==> src/rtl/sbst_pkg.sv <==
// Package for the segment/box slab test: shared constants and types.
// No dependencies; every other file of the block refers to it by scoped names.
`timescale 1ns / 1ps
`default_nettype none
package sbst_pkg;

   // Default coordinate width (signed fixed point, 16 fraction bits).
   localparam int COORD_BITS = 32;

   // Slab parameter format: signed, 32 fraction bits, 64 bits in total.
   localparam int T_BITS  = 64;
   localparam int T_FRAC  = 32;
   localparam int T_QBITS = T_BITS - 1;

   // Largest parameter magnitude; also stands for an unbounded exit.
   localparam logic signed [T_BITS-1:0] T_SAT = {1'b0, {(T_BITS-1){1'b1}}};
   // Entry parameter clamp of 2.0.
   localparam logic signed [T_BITS-1:0] T_CLAMP = T_BITS'(64'sd2 <<< T_FRAC);
   localparam int TC_BITS = T_FRAC + 2;

   // Divider pipeline depth: operand stage, one stage per quotient bit, sign stage.
   localparam int DIV_LAT = T_QBITS + 2;

   // Depth of the queue between front and back.
   localparam int Q_DEPTH = 2;

   // Per-axis classification produced by the front.
   typedef struct packed {
      logic [2:0] par;    // direction is zero on this axis
      logic [2:0] pmiss;  // parallel axis with start outside the slab
   } sbst_cls_type;

endpackage
`default_nettype wire

==> src/rtl/sbst_if.sv <==
// Request and response channel interfaces of the slab test block.
// Depends on sbst_pkg for the default coordinate width.
`timescale 1ns / 1ps
`default_nettype none
interface sbst_req_if #(parameter int CB = sbst_pkg::COORD_BITS);
   logic valid;
   logic ready;
   logic signed [CB-1:0] start_x;
   logic signed [CB-1:0] start_y;
   logic signed [CB-1:0] start_z;
   logic signed [CB-1:0] end_x;
   logic signed [CB-1:0] end_y;
   logic signed [CB-1:0] end_z;
   logic signed [CB-1:0] box_min_x;
   logic signed [CB-1:0] box_min_y;
   logic signed [CB-1:0] box_min_z;
   logic signed [CB-1:0] box_max_x;
   logic signed [CB-1:0] box_max_y;
   logic signed [CB-1:0] box_max_z;

   modport source (output valid, start_x, start_y, start_z, end_x, end_y, end_z,
                   box_min_x, box_min_y, box_min_z, box_max_x, box_max_y, box_max_z,
                   input ready);
   modport sink (input valid, start_x, start_y, start_z, end_x, end_y, end_z,
                 box_min_x, box_min_y, box_min_z, box_max_x, box_max_y, box_max_z,
                 output ready);
endinterface

`default_nettype wire

==> src/rtl/sbst_front.sv <==
// Front of the slab test: accepts requests, forms direction and slab offsets,
// classifies parallel axes. Depends on sbst_pkg and sbst_if.
`timescale 1ns / 1ps
`default_nettype none
module sbst_front #(
   parameter int CB = sbst_pkg::COORD_BITS
) (
   sbst_req_if.sink               req_ch,
   input  logic                   q_full,
   output logic                   q_push,
   output logic [3*(4*CB+3)+$bits(sbst_pkg::sbst_cls_type)-1:0] q_data
);
   localparam int AW  = CB + 1;
   localparam int AXW = 4 * CB + 3;

   logic signed [CB-1:0] s_v [3];
   logic signed [CB-1:0] e_v [3];
   logic signed [CB-1:0] mn_v [3];
   logic signed [CB-1:0] mx_v [3];
   sbst_pkg::sbst_cls_type cls;

   assign s_v[0]  = req_ch.start_x;
   assign s_v[1]  = req_ch.start_y;
   assign s_v[2]  = req_ch.start_z;
   assign e_v[0]  = req_ch.end_x;
   assign e_v[1]  = req_ch.end_y;
   assign e_v[2]  = req_ch.end_z;
   assign mn_v[0] = req_ch.box_min_x;
   assign mn_v[1] = req_ch.box_min_y;
   assign mn_v[2] = req_ch.box_min_z;
   assign mx_v[0] = req_ch.box_max_x;
   assign mx_v[1] = req_ch.box_max_y;
   assign mx_v[2] = req_ch.box_max_z;

   assign req_ch.ready = !q_full;
   assign q_push = req_ch.valid && !q_full;

   for (genvar a = 0; a < 3; a++) begin : g_axis
      logic signed [AW-1:0] s_x, d, n1, n2;
      assign s_x = {s_v[a][CB-1], s_v[a]};
      assign d   = {e_v[a][CB-1], e_v[a]} - s_x;
      assign n1  = {mn_v[a][CB-1], mn_v[a]} - s_x;
      assign n2  = {mx_v[a][CB-1], mx_v[a]} - s_x;
      assign cls.par[a]   = (d == '0);
      assign cls.pmiss[a] = (d == '0) && ((s_v[a] < mn_v[a]) || (s_v[a] > mx_v[a]));
      assign q_data[a*AXW +: AXW] = {n2, n1, d, s_v[a]};
   end

   assign q_data[3*AXW +: $bits(sbst_pkg::sbst_cls_type)] = cls;
endmodule
`default_nettype wire

==> src/flat_wrapper.sv <==
// flat-port wrapper written by rule: the top's interface ports become plain ports
module sbst_front_flat 
#(
   parameter int CB = sbst_pkg::COORD_BITS
)
  (q_full, q_push, q_data, req_ch_valid, req_ch_start_x, req_ch_start_y, req_ch_start_z, req_ch_end_x, req_ch_end_y, req_ch_end_z, req_ch_box_min_x, req_ch_box_min_y, req_ch_box_min_z, req_ch_box_max_x, req_ch_box_max_y, req_ch_box_max_z, req_ch_ready);
  sbst_req_if #(.CB(CB)) req_ch_i ();
  input  logic q_full;
  output logic q_push;
  output logic [3*(4*CB+3)+$bits(sbst_pkg::sbst_cls_type)-1:0] q_data;
  input wire logic [$bits(req_ch_i.valid)-1:0] req_ch_valid;
  input wire logic [$bits(req_ch_i.start_x)-1:0] req_ch_start_x;
  input wire logic [$bits(req_ch_i.start_y)-1:0] req_ch_start_y;
  input wire logic [$bits(req_ch_i.start_z)-1:0] req_ch_start_z;
  input wire logic [$bits(req_ch_i.end_x)-1:0] req_ch_end_x;
  input wire logic [$bits(req_ch_i.end_y)-1:0] req_ch_end_y;
  input wire logic [$bits(req_ch_i.end_z)-1:0] req_ch_end_z;
  input wire logic [$bits(req_ch_i.box_min_x)-1:0] req_ch_box_min_x;
  input wire logic [$bits(req_ch_i.box_min_y)-1:0] req_ch_box_min_y;
  input wire logic [$bits(req_ch_i.box_min_z)-1:0] req_ch_box_min_z;
  input wire logic [$bits(req_ch_i.box_max_x)-1:0] req_ch_box_max_x;
  input wire logic [$bits(req_ch_i.box_max_y)-1:0] req_ch_box_max_y;
  input wire logic [$bits(req_ch_i.box_max_z)-1:0] req_ch_box_max_z;
  output wire logic [$bits(req_ch_i.ready)-1:0] req_ch_ready;
  assign req_ch_i.valid = req_ch_valid;
  assign req_ch_i.start_x = req_ch_start_x;
  assign req_ch_i.start_y = req_ch_start_y;
  assign req_ch_i.start_z = req_ch_start_z;
  assign req_ch_i.end_x = req_ch_end_x;
  assign req_ch_i.end_y = req_ch_end_y;
  assign req_ch_i.end_z = req_ch_end_z;
  assign req_ch_i.box_min_x = req_ch_box_min_x;
  assign req_ch_i.box_min_y = req_ch_box_min_y;
  assign req_ch_i.box_min_z = req_ch_box_min_z;
  assign req_ch_i.box_max_x = req_ch_box_max_x;
  assign req_ch_i.box_max_y = req_ch_box_max_y;
  assign req_ch_i.box_max_z = req_ch_box_max_z;
  assign req_ch_ready = req_ch_i.ready;
  sbst_front #(.CB(CB)) u_core (.req_ch(req_ch_i), .q_full(q_full), .q_push(q_push), .q_data(q_data));
endmodule
==> config.mk <==
export PLATFORM = sky130hd
export DESIGN_NAME = sbst_front_flat
export DESIGN_NICKNAME = d
export VERILOG_FILES = /design/src/rtl/sbst_pkg.sv /design/src/rtl/sbst_if.sv /design/src/rtl/sbst_front.sv /design/src/flat_wrapper.sv
export SDC_FILE = /design/constraint.sdc
export NUM_CORES = 1
export LEC_CHECK = 0
export BUFFER_PORTS_ARGS = -buffer_cell sky130_fd_sc_hd__clkbuf_2
export CAP_MARGIN = 25
export CORE_AREA = 3 3 309 311
export DETAILED_ROUTE_END_ITERATION = 6
export DIE_AREA = 0 0 312 314
export PLACE_DENSITY = 0.36
export SYNTH_ARGS = -nofsm -noshare
export SYNTH_HDL_FRONTEND = slang
export SYNTH_SLANG_ARGS = --single-unit
==> constraint.sdc <==
create_clock -name vclk -period 7.4
set_input_delay 2.22 -clock vclk [all_inputs]
set_output_delay 2.22 -clock vclk [all_outputs]
set_load 0.05 [all_outputs]
[Word-level counts from Yosys, hierarchy flattened]
Cells that the tools add are included.
Word-level totals
  bits of input ports: 386
  word-level logic and storage cells: 26
  register bits after elaboration: 0
  output and inout bits: 401
Cells by class
  $add $sub $neg: 9
  order comparisons: 6
  reduce and logical (&&, ||, !) cells: 11
Operators by type and width (number)
  32-bit by 32-bit subtractor with 33-bit output: 9
  33-bit logical NOT: 3
  32-bit greater-than comparator: 3
  32-bit less-than comparator: 3
  1-bit logical AND: 4
  1-bit logical OR: 3
  1-bit logical NOT: 1

[Logic depth before layout (Yosys ltp)]
  depth in word-level cells: 3
  mapped depth: 14

[Least setup slack after synthesis]
OpenSTA, ideal clock, no wires.
  path kind: input port to output port
  start point: input req_ch_end_z[0]
  end point: output q_data[395] in the netlist's numbering
  path slack: -1754 ps
  cell stages on the path: 14
  arrival: 6934 ps
  required time: 5180 ps
  path through: inv_1 -> ha_1 -> fa_1 -> nor2b_1 -> o31a_1 -> o21a_1 -> and3_1 -> o21ai_0 -> a211o_1 -> or4_1 -> nor4_1 -> or4b_1 -> nor4_2 -> o21a_1
Between the ends
  cells in the longest elaborated chain, start to end: 3
Ends and longest elaborated chain
  start: declaration: RTL line flat_wrapper.sv:17  | input wire logic [$bits(req_ch_i.end_z)-1:0] req_ch_end_z;
  32-bit by 32-bit subtractor with 33-bit output: RTL line sbst_front.sv:41  | assign d = {e_v[a][CB-1], e_v[a]} - s_x;
  via q_data (one bit): RTL line flat_wrapper.sv:10  | output logic [3*(4*CB+3)+$bits(sbst_pkg::sbst_cls_type)-1:0] q_data;
  33-bit logical NOT
  via q_data (one bit): RTL line flat_wrapper.sv:10
  1-bit logical AND: RTL line sbst_front.sv:45  | assign cls.pmiss[a] = (d == '0) && ((s_v[a] < mn_v[a]) || (s_v[a] > mx_v[a]));
  end: declaration: RTL line flat_wrapper.sv:10
The timed path passes the listed nets, and every way through them passes these cells.

[Final worst setup path]
  start point: input req_ch_start_x[0]
  end point: output q_data[393] in the netlist's numbering
Between the ends
  cells in the longest elaborated chain, start to end: 3
  elaborated cells on any way between the ends: 6
  classes of those cells: add/sub: 1; order compare: 2; reduce/logical: 3
Ends and longest elaborated chain
  start: declaration: RTL line flat_wrapper.sv:12  | input wire logic [$bits(req_ch_i.start_x)-1:0] req_ch_start_x;
  32-bit by 32-bit subtractor with 33-bit output, or another cell as far along: RTL line sbst_front.sv:41
  33-bit logical NOT / 1-bit logical OR (equally long branches): RTL line sbst_front.sv:45
  1-bit logical AND *: RTL line sbst_front.sv:45
Every way passes the cells marked *; elsewhere a longest branch is shown, timed or not.

==> flow_results.org <==
** Run status
- The flow ran to the end, but the final reports show violations.
- The checks that failed: setup timing.

** Yosys
- Net Count, Synth :: around 3000
- Yosys attributes the largest share of cell area to sky130_fd_sc_hd__ha_1 22%, sky130_fd_sc_hd__xnor2_1 8.0%, sky130_fd_sc_hd__a21oi_1 6.6%.
- Of the synthesized area, sequential elements account for 0.
- During synthesis, Yosys emitted a total of 0 warnings.
- Proportion of netlist area held by the largest area contributor :: 0.223
- A synthesized cell averages 6.88 sq um.
- Count of mapped cells out of synthesis :: about 2400
- Synth area leader :: sky130_fd_sc_hd__ha_1
- The netlist uses slightly above 70 different library cells.
- Cell area after technology mapping :: 16500 sq um

** Clock network
- Number of hold buffers added after CTS :: 0

** Placement
- The count of buffers added on input and output ports is slightly below 800.
- Placement-stage cell area :: slightly below 30000 sq um
- Final weighted congestion in routability-driven placement :: roughly 0.91
- Dpl ws :: -1.00 ns
- After detailed placement, the design holds a cell count of about 5100.
- Detailed placement ended at an HPWL of just over 90000 um.

** Drt
- The first routing iteration left 992 violations.
- Using the TritonRoute via totals, the vias-per-cell ratio works out to roughly 4.5.
- For this run, design rule violations remaining after detail routing come to 0.
- Via count of the routed design :: 23100
- Before antenna repair, the detailed router went through 5 iterations.
- Final routed wirelength across all metal layers :: 100000 um
- In this run the remaining antenna-violating nets after routing total 0.
- Wire per inst :: just under 20 um

** Timing
- Dividing the final minimum period by the clock period gives 1.10.
- Minimum hold slack :: roughly 4.8 ns
- Transition time at the pin with the least slew margin :: about 0.7 ns
- Setup repair after global routing could not meet its margin everywhere.
- Maximum frequency from static timing analysis :: between 100 and 150 MHz
- After layout, the minimum clock period comes to 8.16 ns.
- Final setup viols :: 23
- The final count of hold timing violations is 0.
- Final TNS setup :: -5.14 ns
- Measured against its own limit, the worst slew margin works out to 0.532.
- Worst setup margin :: -0.764 ns
- Final-report max-slew violation count :: 0

** Worst setup path
- In this run the worst path has a maximum fanout of 2.
- Required time at the endpoint of the critical path :: around 5.2 ns
- Data on the critical path arrives at its endpoint at between 5 and 6 ns.
- Critical path startpoint category :: input port
- By startpoint and endpoint, the worst setup path is classified as in -> out.
- Critical Path Sink Type :: primary output

** Final layout
- After routing the design area is about 33000 sq um.
- Compared with the post-synthesis result, the final layout area differs by 97.9%.
- In the finished layout, the clock tree contains a buffer count of 0.
- Area of the multi-input gates :: roughly 18000 sq um
- After filler insertion, the fill cell instance count of the layout stands at slightly above 10000.
- In the final layout, the share of cells above drive strength 1 is 0.519.
- The sequential cells in the finished layout cover a total of 0 sq um.
- The design has 0 sequential cells.
- Highest-count cells in the layout ignoring fill and taps :: 800 x sky130_fd_sc_hd__buf_4, 645 x sky130_fd_sc_hd__clkbuf_2, 243 x sky130_fd_sc_hd__ha_1, 185 x sky130_fd_sc_hd__nor2_1, 173 x sky130_fd_sc_hd__a21oi_1
- The net count of the finished layout is approximately 4600.
- Leaving out filler cells and counting taps, the final layout contains 5160.
- Post-layout util :: 0.350
- The library cell used most frequently in the layout, excluding fill and tap cells, is sky130_fd_sc_hd__buf_4.

** Worst hold path
- Path class of the lowest-slack min-delay path :: in -> out
- Worst hold path depth :: 2

** Floorplanning
- Number of primary I/O pins :: about 790
- Number of placement rows :: between 100 and 150
- The die covers between 90000 and 100000 sq um.
- The core region is 93000 sq um.
- Starting Density :: 0.177
- The die is between 300 and 400 um tall.
- From left edge to right edge, the die measures about 310 um.

** Global routing
- Pin count of the biggest net entering global routing :: 11
- Number of global-route vias before repair :: about 23000
- Total global routing track utilization :: 0.192
- The first global-routing pass estimated approximately 140000 um of wire.
- Overflow left after global routing :: 0
- Initial antenna violation count :: 19

** Run
- The tool flagged a number of max-cap violations equal to 0.

** Power and ir drop
- Summing internal, switching and leakage power gives just over 5 mW.
- Pwr Density :: around 160 nW/um^2
- IR analysis of the VDD net gives a maximum drop of 0.128 mV.
- In this run the static leakage power is between 15 and 20 nW.
## final timing paths
kind / startpoint / to / slack (ns)
max: req_ch_start_x[0] / q_data[393] / -0.76
min: req_ch_start_z[31] / q_data[293] / 4.75
## final cells by class
class | instances | area share
multi-input cells | 2072 | 0.543
repair buffers | 1627 | 0.384
inverters | 191 | 0.0240
diodes | 16 | 0.00123
well taps | 1254 | 0.0482
## worst max-delay path: stages
cell and delay [ns]:
sky130_fd_sc_hd__buf_8 0.10, sky130_fd_sc_hd__ha_4 0.17, sky130_fd_sc_hd__fa_2 0.36, sky130_fd_sc_hd__nor2b_2 0.12, sky130_fd_sc_hd__o31a_1 0.18, sky130_fd_sc_hd__buf_6 0.12
sky130_fd_sc_hd__a21oi_4 0.03, sky130_fd_sc_hd__or4_1 0.40, sky130_fd_sc_hd__or4_4 0.43, sky130_fd_sc_hd__or4_4 0.48, sky130_fd_sc_hd__nor4_4 0.16, sky130_fd_sc_hd__nand4b_1 0.19
sky130_fd_sc_hd__nor4_2 0.20, sky130_fd_sc_hd__buf_4 0.16, sky130_fd_sc_hd__nand3b_1 0.14, sky130_fd_sc_hd__a311oi_4 0.30, sky130_fd_sc_hd__buf_12 0.18
## synth_stat cells, types with 20 or more instances
| cell | number |
|---|---|
| sky130_fd_sc_hd__a211oi_1 | 34 |
| sky130_fd_sc_hd__a21o_1 | 128 |
| sky130_fd_sc_hd__a21oi_1 | 218 |
| sky130_fd_sc_hd__and2_1 | 24 |
| sky130_fd_sc_hd__and3_1 | 30 |
| sky130_fd_sc_hd__buf_4 | 96 |
| sky130_fd_sc_hd__clkbuf_1 | 31 |
| sky130_fd_sc_hd__ha_1 | 294 |
| sky130_fd_sc_hd__inv_1 | 191 |
| sky130_fd_sc_hd__nand2_1 | 139 |
| sky130_fd_sc_hd__nand2b_1 | 40 |
| sky130_fd_sc_hd__nand3_1 | 52 |
| sky130_fd_sc_hd__nand4_1 | 28 |
| sky130_fd_sc_hd__nor2_1 | 196 |
| sky130_fd_sc_hd__nor2b_1 | 48 |
| sky130_fd_sc_hd__nor3_1 | 63 |
| sky130_fd_sc_hd__o211ai_1 | 22 |
| sky130_fd_sc_hd__o21a_1 | 83 |
| sky130_fd_sc_hd__o21ai_0 | 145 |
| sky130_fd_sc_hd__o21bai_1 | 20 |
| sky130_fd_sc_hd__or3_1 | 24 |
| sky130_fd_sc_hd__xnor2_1 | 151 |
| sky130_fd_sc_hd__xor2_1 | 59 |
## cell families (layout without fill, tap and decap cells)
family                     Yosys count  after routing  synth area share
and+or+nand+nor                    723            723             0.222
adders and majority gates          303            303             0.234
buffers and inverters              320           1818            0.0954
muxes                               12             12           0.00745
other                                0             16                 0
AOI/OAI and AO/OA                  824            824             0.329
xor gates and xnor gates           210            210             0.112
## power by group
group	internal (mW)	switching [mW]	total (mW)
combinational	2.09	3.01	5.10
sequential	0	0	0
clock	0.000000291	0	0.000000291
## layer usage
metal / vias to the layer above / track usage / routed length, um
li1: 11700 / - / -
met5: - / 0 / 40
met3: 96 / 0.0365 / 5480
met4: 6 / 0.0541 / 3140
met1: 10700 / 0.238 / 43000
met2: 537 / 0.339 / 48800
## what timing repair did
action | in CTS | in global routing
gates resized for setup | 292 | 227
buffers inserted | 35 | 31
pin swaps | 127 | 144
endpoints found under the setup margin | 94 | 78
No activity file was read; power rests on OpenSTA's default activity.
