File: src/rtl/sbst_pkg.sv
// Package for the segment/box slab test: shared constants and types.
// No dependencies; every other file of the block refers to it by scoped names.
`timescale 1ns / 1ps
`default_nettype none
package sbst_pkg;

   // Default coordinate width (signed fixed point, 16 fraction bits).
   localparam int COORD_BITS = 32;

   // Slab parameter format: signed, 32 fraction bits, 64 bits in total.
   localparam int T_BITS  = 64;
   localparam int T_FRAC  = 32;
   localparam int T_QBITS = T_BITS - 1;

   // Largest parameter magnitude; also stands for an unbounded exit.
   localparam logic signed [T_BITS-1:0] T_SAT = {1'b0, {(T_BITS-1){1'b1}}};
   // Entry parameter clamp of 2.0.
   localparam logic signed [T_BITS-1:0] T_CLAMP = T_BITS'(64'sd2 <<< T_FRAC);
   localparam int TC_BITS = T_FRAC + 2;

   // Divider pipeline depth: operand stage, one stage per quotient bit, sign stage.
   localparam int DIV_LAT = T_QBITS + 2;

   // Depth of the queue between front and back.
   localparam int Q_DEPTH = 2;

   // Per-axis classification produced by the front.
   typedef struct packed {
      logic [2:0] par;    // direction is zero on this axis
      logic [2:0] pmiss;  // parallel axis with start outside the slab
   } sbst_cls_type;

endpackage
`default_nettype wire

File: src/rtl/sbst_queue.sv
// Small register queue between the front and the back of the slab test.
// Depends on sbst_pkg for the default depth.
`timescale 1ns / 1ps
`default_nettype none
module sbst_queue #(
   parameter int WIDTH = 8,
   parameter int DEPTH = sbst_pkg::Q_DEPTH
) (
   input  logic             clock,
   input  logic             reset,
   input  logic             push,
   input  logic [WIDTH-1:0] wdata,
   output logic             full,
   input  logic             pop,
   output logic [WIDTH-1:0] rdata,
   output logic             empty
);
   localparam int PTR_W = (DEPTH > 1) ? $clog2(DEPTH) : 1;
   localparam int CNT_W = $clog2(DEPTH + 1);

   logic [WIDTH-1:0] mem_ff [DEPTH];
   logic [PTR_W-1:0] wr_ff, wr_in, rd_ff, rd_in;
   logic [CNT_W-1:0] cnt_ff, cnt_in;

   assign full  = (cnt_ff == CNT_W'(DEPTH));
   assign empty = (cnt_ff == '0);
   assign rdata = mem_ff[rd_ff];

   always_comb begin
      wr_in = wr_ff;
      rd_in = rd_ff;
      cnt_in = cnt_ff;
      if (push) begin
         wr_in = (wr_ff == PTR_W'(DEPTH - 1)) ? '0 : wr_ff + 1'b1;
      end
      if (pop) begin
         rd_in = (rd_ff == PTR_W'(DEPTH - 1)) ? '0 : rd_ff + 1'b1;
      end
      if (push && !pop) begin
         cnt_in = cnt_ff + 1'b1;
      end else if (pop && !push) begin
         cnt_in = cnt_ff - 1'b1;
      end
   end

   always_ff @(posedge clock) begin
      if (reset) begin
         wr_ff  <= '0;
         rd_ff  <= '0;
         cnt_ff <= '0;
      end else begin
         wr_ff  <= wr_in;
         rd_ff  <= rd_in;
         cnt_ff <= cnt_in;
      end
   end

   always_ff @(posedge clock) begin
      if (push) begin
         mem_ff[wr_ff] <= wdata;
      end
   end
endmodule
`default_nettype wire

File: config.mk
export PLATFORM = sky130hd
export DESIGN_NAME = sbst_queue
export DESIGN_NICKNAME = d
export VERILOG_FILES = /design/src/rtl/sbst_pkg.sv /design/src/rtl/sbst_queue.sv
export SDC_FILE = /design/constraint.sdc
export NUM_CORES = 1
export LEC_CHECK = 0
export BUFFER_PORTS_ARGS = -buffer_cell sky130_fd_sc_hd__buf_2
export CAP_MARGIN = 20
export CORE_ASPECT_RATIO = 0.8
export CORE_MARGIN = 2
export CORE_UTILIZATION = 35
export DETAILED_ROUTE_END_ITERATION = 7
export GPL_ROUTABILITY_DRIVEN = 0
export PLACE_DENSITY = 0.63
export SLEW_MARGIN = 30
export SYNTH_ARGS = -nofsm -noshare
export SYNTH_HDL_FRONTEND = slang
export SYNTH_SLANG_ARGS = --single-unit
File: constraint.sdc
create_clock -name clock -period 1.8 [get_ports clock]
set_clock_uncertainty 0.2 [all_clocks]
set_input_delay 0.09 -clock clock [delete_from_list [all_inputs] [get_ports clock]]
set_output_delay 0.09 -clock clock [all_outputs]
set_load 0.03 [all_outputs]
# Word-level counts from Yosys, hierarchy flattened
# Memory sizes are Yosys's and may differ from the RTL's. A register that Yosys moved wholly into a read port is not among the register bits.
# Index checks and enable logic that the tools add are counted.
dict set report totals {
  reg_bits 4
  latchBits 0
  mem_bits_rw 16
  mem_bits_ro 0
  output_inout_bits 10
  word_cells 23
  memories 1
}
dict set report classes {
  n_addsub 4
  n_mul 0
  div 0
  magnitude_cmp 0
  n_eq_ne 1
  shifts 0
  mux 8
  bitwise_logic 0
  n_reduce_logical 6
}
# memory words word_bits read_ports rd_ports_with_merged_regs write_ports line
set memory_table {}
lappend memory_table {mem_ff 2 8 1 1 1 sbst_queue.sv:21} ;# logic [WIDTH-1:0] mem_ff [DEPTH];
# op n
set op_table {}
lappend op_table {{2-to-1 mux 1 bit} 6}
lappend op_table {{2-to-1 mux 2 bit} 2}
lappend op_table {{adder 1 bit (second input constant)} 2}
lappend op_table {{adder 2 x 1 -> 2 bit (second input constant)} 1}
lappend op_table {{== test 2 bit (second input constant)} 1}
lappend op_table {{logical AND 1 bit} 2}
lappend op_table {{logical NOT 1 bit} 2}
lappend op_table {{logical NOT 2 bit} 1}
lappend op_table {{nonzero test 2 bit} 1}
lappend op_table {{subtractor 2 x 1 -> 2 bit (second input constant)} 1}

# Depth between registers and ports, before layout
# Gate-level depths: netlist (run 1).
dict set report depth {
  word_depth 4
  mapped_depth 5
  mapped_depth_nobuf 5
}

# Worst setup path after synthesis (run 1)
# OpenSTA, ideal clock, no wires.
dict set report synth_timing {
  path_kind {register to register}
  startpoint {register wr_ff}
  endpoint {memory mem_ff[0][0], enable pin}
  arrival_ns 0.715
  t_required_ns 1.227
  slack_ns 0.512
  stages_incl_launch_ff 2
  period_less_slack_ns 1.288
  cell_sequence {dfxtp_1 > nor2b_1}
}
# element line
set synth_rtl {}
lappend synth_rtl {{from (decl)} sbst_queue.sv:22} ;# logic [PTR_W-1:0] wr_ff, wr_in, rd_ff, rd_in;
lappend synth_rtl {{from (signal assigned)} sbst_queue.sv:52} ;# wr_ff <= wr_in;
lappend synth_rtl {{to (decl)} sbst_queue.sv:21}
# No word-level cell before the write port.

==> impl_results.md, run 1 <==
- Setup Total Neg Slack: 0 ns
- TritonCTS Buffers: 3
- Status: finished clean
- PostCTS Resize Cnt: 0
- Avg Cell Area, Syn: 16.7 sq um
- Lkg Pwr: 0.428 nW
- Synth Register Bits: 21
- Die W: 56.9 microns
- Count of cell types in the netlist: 15
- Non-filler cells, final: about 110
- # DRC: 0
- WHS Endpoint: cnt_ff[0]$_SDFFE_PP0P_
- FMAX: 581 MHz
- Largest net degree at the start of global routing: 13
- Reg2reg path depth: 3
- Rel. slew slack: 74.4%
- Max stage delay on crit path: 0.56 ns
- Delay-heaviest family, CP: flip-flops
- Wirelength, routed: 1250 microns
- Die Area: 2630 sq um
- Flop2flop setup slack: 0.40 ns
- Worst hold start: push
- Global Route Usage Sum: between 10% and 20%
- Hold Buf Count CTS: 11
- H-Tree Depth: 1
- Port-buffer cells: 21
- Root buffer cell: clkbuf_4
- Measured slew at the worst slew-check pin: 0.385 ns
- Num rows: 15
- Critical path class: flop to output pin
- Vias in the first global route: 473
- Final Hold Slack: 0.0580 ns
- Post-CTS Setup Inserts: 0
- Power Dens Cells: 942 nW/um^2
- Max_cap viols: 0
- Worst path bufs/invs: 1
- Clock buffer depth: 2
- Vias: 483
- Sequential fraction of the synthesis area: 74.1%
- Type of origin of the critical path: flop
- Worst hold path class: primary input to flop
- Vias/cell: 4.47
- Reg-to-reg endpoint: wr_ff$_SDFFE_PP0P_
- Crit-path max FO: 8
- CP cell instances: mux2_2, buf_2
- Total gr overflow: 0
- Syn nets: 60
- Critical Path Sink Type: output pin
- Worst-path clk slew: 0.11 ns
- Period utilization: 95.6%
- Layout area overhead: 35.3%
- Share of layout cells above drive strength 1: between 40 and 50%
- Slowest CP cell: dfxtp_1
- First-pass DRT Iterations: 2
- Final Slew Violations: 0
- Worst Path Arrival: about 1.4 ns
- ANT cells: 0
- First-pass GRT wire length: 2130 microns
- Synth Cell Area: 783 sq um
- Worst skew pair latency: 0.30 ns
- Inst Count DP: 93
- Initial core utilization: 36.6%
- Final Hold Fails: 0
- RR Startpoint: wr_ff$_SDFFE_PP0P_
- CP required: roughly 1.5 ns
- CTS tree: yes
- Hold Path Stages: 4
- Minimum clock period after layout: 1.72 ns
- DR iter-0 viols: 7
- Core box area: 2140 sq um
- Number of I/O pins: 22
- Sink Count: 21
- Initial antenna violation count: 0
- Cell count after synthesis: 47
- Routed len/inst: 11.5 microns
- Post-layout util: 49.5%
- Unrepaired setup endpoints after global routing: no
- Fin nets: between 90 and 100
- Final setup violation count: 0
- Synthesis Warnings: 0
- Filler cells: a little under 200
- Die height: 46.3 microns
- Routed Antenna Nets: 0
- Worst VDD drop: 0.584 mV
[logic make-up (layout without fill, tap and decap cells)]
kind of cell               count (synthesis)  count (layout)  synth area share, %
buffers and inverters                      2              38                 1.12
and+or+nand+nor                            9               9                 5.91
AOI/OAI and AO/OA                          2               2                 1.28
xor gates and xnor gates                   4               4                 4.47
adders and majority gates                  1               1                 1.60
muxes                                      8               8                 11.5
DFF                                       21              21                 74.1
[cells in the mapped netlist]
cell	number	area [sq um]
xnor2_1	2	17.5
nor2b_1	1	6.26
or3_1	1	6.26
edfxtp_1	16	480
dfxtp_1	5	100
and2_1	1	6.26
nor2_1	5	18.8
mux2_2	8	90.1
xor2_1	2	17.5
ha_1	1	12.5
and2b_2	1	8.76
a21oi_1	1	5.00
o21ai_0	1	5.00
inv_1	1	3.75
buf_2	1	5.00
[worst reg2reg max path, delay by kind of cell (launching register included)]
kind	cells	cell delay, ns
simple gates	1	0.05
flops	1	0.39
xor+xnor	1	0.13
buf+inv	1	0.54
[layout by cell type, fill, tap and decap left out]
| cell | n |
|---|---|
| dlygate4sd3_1 | 11 |
| nor2b_1 | 1 |
| buf_4 | 1 |
| or3_1 | 1 |
| o21ai_0 | 1 |
| nor2_1 | 5 |
| and2b_2 | 1 |
| dfxtp_1 | 5 |
| edfxtp_1 | 16 |
| xor2_1 | 2 |
| and2_1 | 1 |
| xnor2_1 | 2 |
| ha_1 | 1 |
| a21oi_1 | 1 |
| mux2_2 | 8 |
| inv_1 | 1 |
| buf_2 | 21 |
| clkinv_2 | 1 |
| clkbuf_4 | 3 |
[metrics by stage]
step	total power, mW	area [sq um]	setup WS [ns]
6_report	0.998	1060	0.0791
5_1_grt	1.05	1060	0.0104
4_1_cts	1.01	1060	0.0549
3_5_place_dp	0.767	922	0.408
3_3_place_gp	0.763	922	0.421
2_1_floorplan	0.711	783	0.512
[worst max-delay path by stage]
stage	start	endpoint	cells after the start
after CTS	flop	rdata[7]	2
after detailed placement	flop	rdata[7]	2
after global placement	flop	rdata[7]	2
after global routing	flop	rdata[1]	2
after floorplan	wr_ff$_SDFFE_PP0P_	mem_ff[0][0]$_DFFE_PP_	1
final	flop	rdata[7]	2
[cell type report]
cell class,instances,area [sq um],area share (%)
flip-flops and latches,21,581,54.8
clock inverters,1,5.00,0.472
repair buffers,33,223,21.0
inverters,1,3.75,0.354
clock buffers,3,22.5,2.13
multi-input cells,24,194,18.3
well taps,25,31.3,2.95
[sequential cells by signal, indices dropped and copies added (netlist names), named ones only]
signal  cells
rd_ff       1
mem_ff     16
cnt_ff      2
wr_ff       1
[where the power goes]
group	leakage, nW	internal [mW]	switching (mW)	total, mW
clock	0.0177	0.0829	0.141	0.224
combinational	0.218	0.0861	0.107	0.193
sequential	0.192	0.559	0.0213	0.581
total	0.428	0.728	0.270	0.998
[per-layer routing]
layer	global-route usage, %	part of all wire, %	up-vias
met5	0	0	-
met4	2.79	0	0
met3	5.90	7.1	0
met2	17.2	44	17
met1	14.2	49	226
li1	-	-	240
Note: power is estimated with default switching activity, not from simulation.
==> run 2, diff against run 1 <==
--- a/config.mk
+++ b/config.mk
@@ -13,6 +13,7 @@
 export DETAILED_ROUTE_END_ITERATION = 7
 export GPL_ROUTABILITY_DRIVEN = 0
 export PLACE_DENSITY = 0.63
+export REMOVE_ABC_BUFFERS = 1
 export SLEW_MARGIN = 30
 export SYNTH_ARGS = -nofsm -noshare
 export SYNTH_HDL_FRONTEND = slang
==> impl_results.md, run 2 (synthesis gave the netlist of run 1 again) <==
- Max reg flops: 16 (unchanged)
- Filler cells: 227 (was 193)
- Commonest cells after routing, fill and taps aside: buf_2 (21), edfxtp_1 (16), dlygate4sd3_1 (11), mux2_2 (8) (unchanged)
- Vias/cell: 4.46 (was 4.47)
- First-pass DRT Iterations: 1 (was 2)
- Num rows: 15 (unchanged)
- Global Route Usage Sum: 10.3% (was 11.2%)
- Rel. slew slack: 75.1% (was 74.4%)
- Final setup violation count: 0 (unchanged)
- ANT cells: 0 (unchanged)
- CP required: 1.51 ns (about the same)
- Reg2reg path depth: 1 (was 3)
- Layout area overhead: 35.1% (was 35.3%)
- WHS Endpoint: cnt_ff[1]$_SDFFE_PP0P_ (was cnt_ff[0]$_SDFFE_PP0P_)
- Worst hold start: cnt_ff[1]$_SDFFE_PP0P_ (was push)
- Worst Path Arrival: 1.40 ns (was 1.43 ns)
- Critical Path Sink Type: output pin (unchanged)
- Total gr overflow: 0 (unchanged)
- Measured slew at the worst slew-check pin: 0.373 ns (was 0.385 ns)
- Wirelength, routed: 1180 microns (was 1250 microns)
- Crit-path max FO: 8 (unchanged)
- Root buffer cell: clkbuf_4 (unchanged)
- Initial antenna violation count: 0 (unchanged)
- Worst-path clk slew: 0.10 ns (was 0.11 ns)
- Status: finished clean (unchanged)
- Final Hold Fails: 0 (unchanged)
- Die W: 56.9 microns (unchanged)
- Vias in the first global route: 463 (was 473)
- Type of origin of the critical path: flop (unchanged)
- H-Tree Depth: 1 (unchanged)
- Setup Total Neg Slack: 0 ns (unchanged)
- CTS tree: yes (unchanged)
- Flop2flop setup slack: 0.53 ns (was 0.40 ns)
- Worst setup margin: 0.106 ns (was 0.0791 ns)
- Setup Slack @ Placement: 0.396 ns (was 0.408 ns)
- Vias: 482 (was 483)
- TritonCTS Buffers: 3 (unchanged)
- Port-buffer cells: 21 (unchanged)
- Hold Path Stages: 2 (was 4)
- Max_cap viols: 0 (unchanged)
- # DRC: 0 (unchanged)
- Unrepaired setup endpoints after global routing: no (unchanged)
- Die height: 46.3 microns (unchanged)
- FMAX: 590 MHz (was 581 MHz)
- Critical path class: flop to output pin (unchanged)
- Largest net degree at the start of global routing: 12 (was 13)
- Leading registers by flop count: mem_ff x16, cnt_ff x2 (unchanged)
- Number of I/O pins: 22 (unchanged)
- Die Area: 2630 sq um (unchanged)
- Register with the highest flop count: mem_ff (unchanged)
- DR iter-0 viols: 0 (was 7)
- Power Dens Cells: 929 nW/um^2 (was 942 nW/um^2)
- Fin nets: 97 (unchanged)
- Period utilization: 94.1% (was 95.6%)
- Core box area: 2140 sq um (unchanged)
- Clock buffer depth: 2 (unchanged)
- Minimum clock period after layout: 1.69 ns (was 1.72 ns)
- Initial core utilization: 36.6% (unchanged)
- Post-CTS Setup Inserts: 0 (unchanged)
- RR Startpoint: wr_ff$_SDFFE_PP0P_ (unchanged)
- Lkg Pwr: 0.424 nW (was 0.428 nW)
- Sink Count: 21 (unchanged)
- Share of layout cells above drive strength 1: 41.0% (was 42.2%)
- Worst VDD drop: 0.574 mV (was 0.584 mV)
- Worst hold path class: flop to flop (was primary input to flop)
- Worst skew pair latency: 0.29 ns (was 0.30 ns)
- First-pass GRT wire length: 1920 microns (was 2130 microns)
- Most common cell after layout, fill and taps aside: buf_2 (unchanged)
- Reg-to-reg endpoint: mem_ff[1][7]$_DFFE_PP_ (was wr_ff$_SDFFE_PP0P_)
- Routed Antenna Nets: 0 (unchanged)
- Routed len/inst: 10.9 microns (was 11.5 microns)
- Final Slew Violations: 0 (unchanged)
-- run 2: cell count changes in the layout (fill, tap and decap cells not counted) --
cell / delta
clkinv_2: -1
clkbuf_1: +1
-- run 2: routing by layer --
metal	share of wire (%)	vias to the layer above	wire length [microns]	track usage, %
li1	-	242	-	-
met2	50	16	584	19.3
met4	0	0	0	1.40
met3	7.2	0	85	5.90
met5	0	-	0	0
met1	43	224	509	10.5
-- run 2: repair_timing --
item | 4_1_cts | 5_1_grt
hold endpoints to repair | 21 | 0
endpoints found under the setup margin | 0 | 0
hold buffers | 11 | 0
gates resized for setup | 0 | 0
-- run 2: metrics by stage --
stage | instances | hold WS, ns | total power [mW] | area (sq um) | utilization [%]
after global routing | 108 | 0.289 | 1.04 | 1060 | 49.5
final | 108 | 0.310 | 0.984 | 1060 | 49.5
after detailed placement | 93 | 0.0849 | 0.767 | 922 | 43.1
after floorplan | 46 | -0.0409 | 0.709 | 778 | -
after global placement | 93 | 0.0813 | 0.763 | 922 | 43.1
after CTS | 108 | 0.304 | 1.00 | 1060 | 49.5
-- run 2: layout make-up --
class	count	area [sq um]	area share [%]
clock buffer	4	26.3	2.48
inverter	1	3.75	0.355
multi-input combinational	24	194	18.3
sequential	21	581	54.8
tap	25	31.3	2.96
timing repair buffer	33	223	21.0
-- run 2: power by group --
part           internal, mW  leakage [nW]  switching [mW]
registers             0.559         0.192          0.0207
clock network        0.0862        0.0150           0.127
logic                0.0847         0.217           0.106
-- run 2: worst max-delay path by stage --
stage	startpoint	cells past startpoint	to	slack, ns
floorplan	wr_ff$_SDFFE_PP0P_	1	mem_ff[0][0]$_DFFE_PP_	0.51
CTS	flop	2	rdata[4]	0.05
global placement	flop	2	rdata[4]	0.41
finish	flop	2	rdata[4]	0.11
detailed placement	flop	2	rdata[3]	0.40
global route	flop	2	rdata[3]	0.01
-- run 2: worst max-delay path, cell delays in order (launching register included) --
cell and delay (ns):
dfxtp_1 0.56, mux2_2 0.38, buf_2 0.18
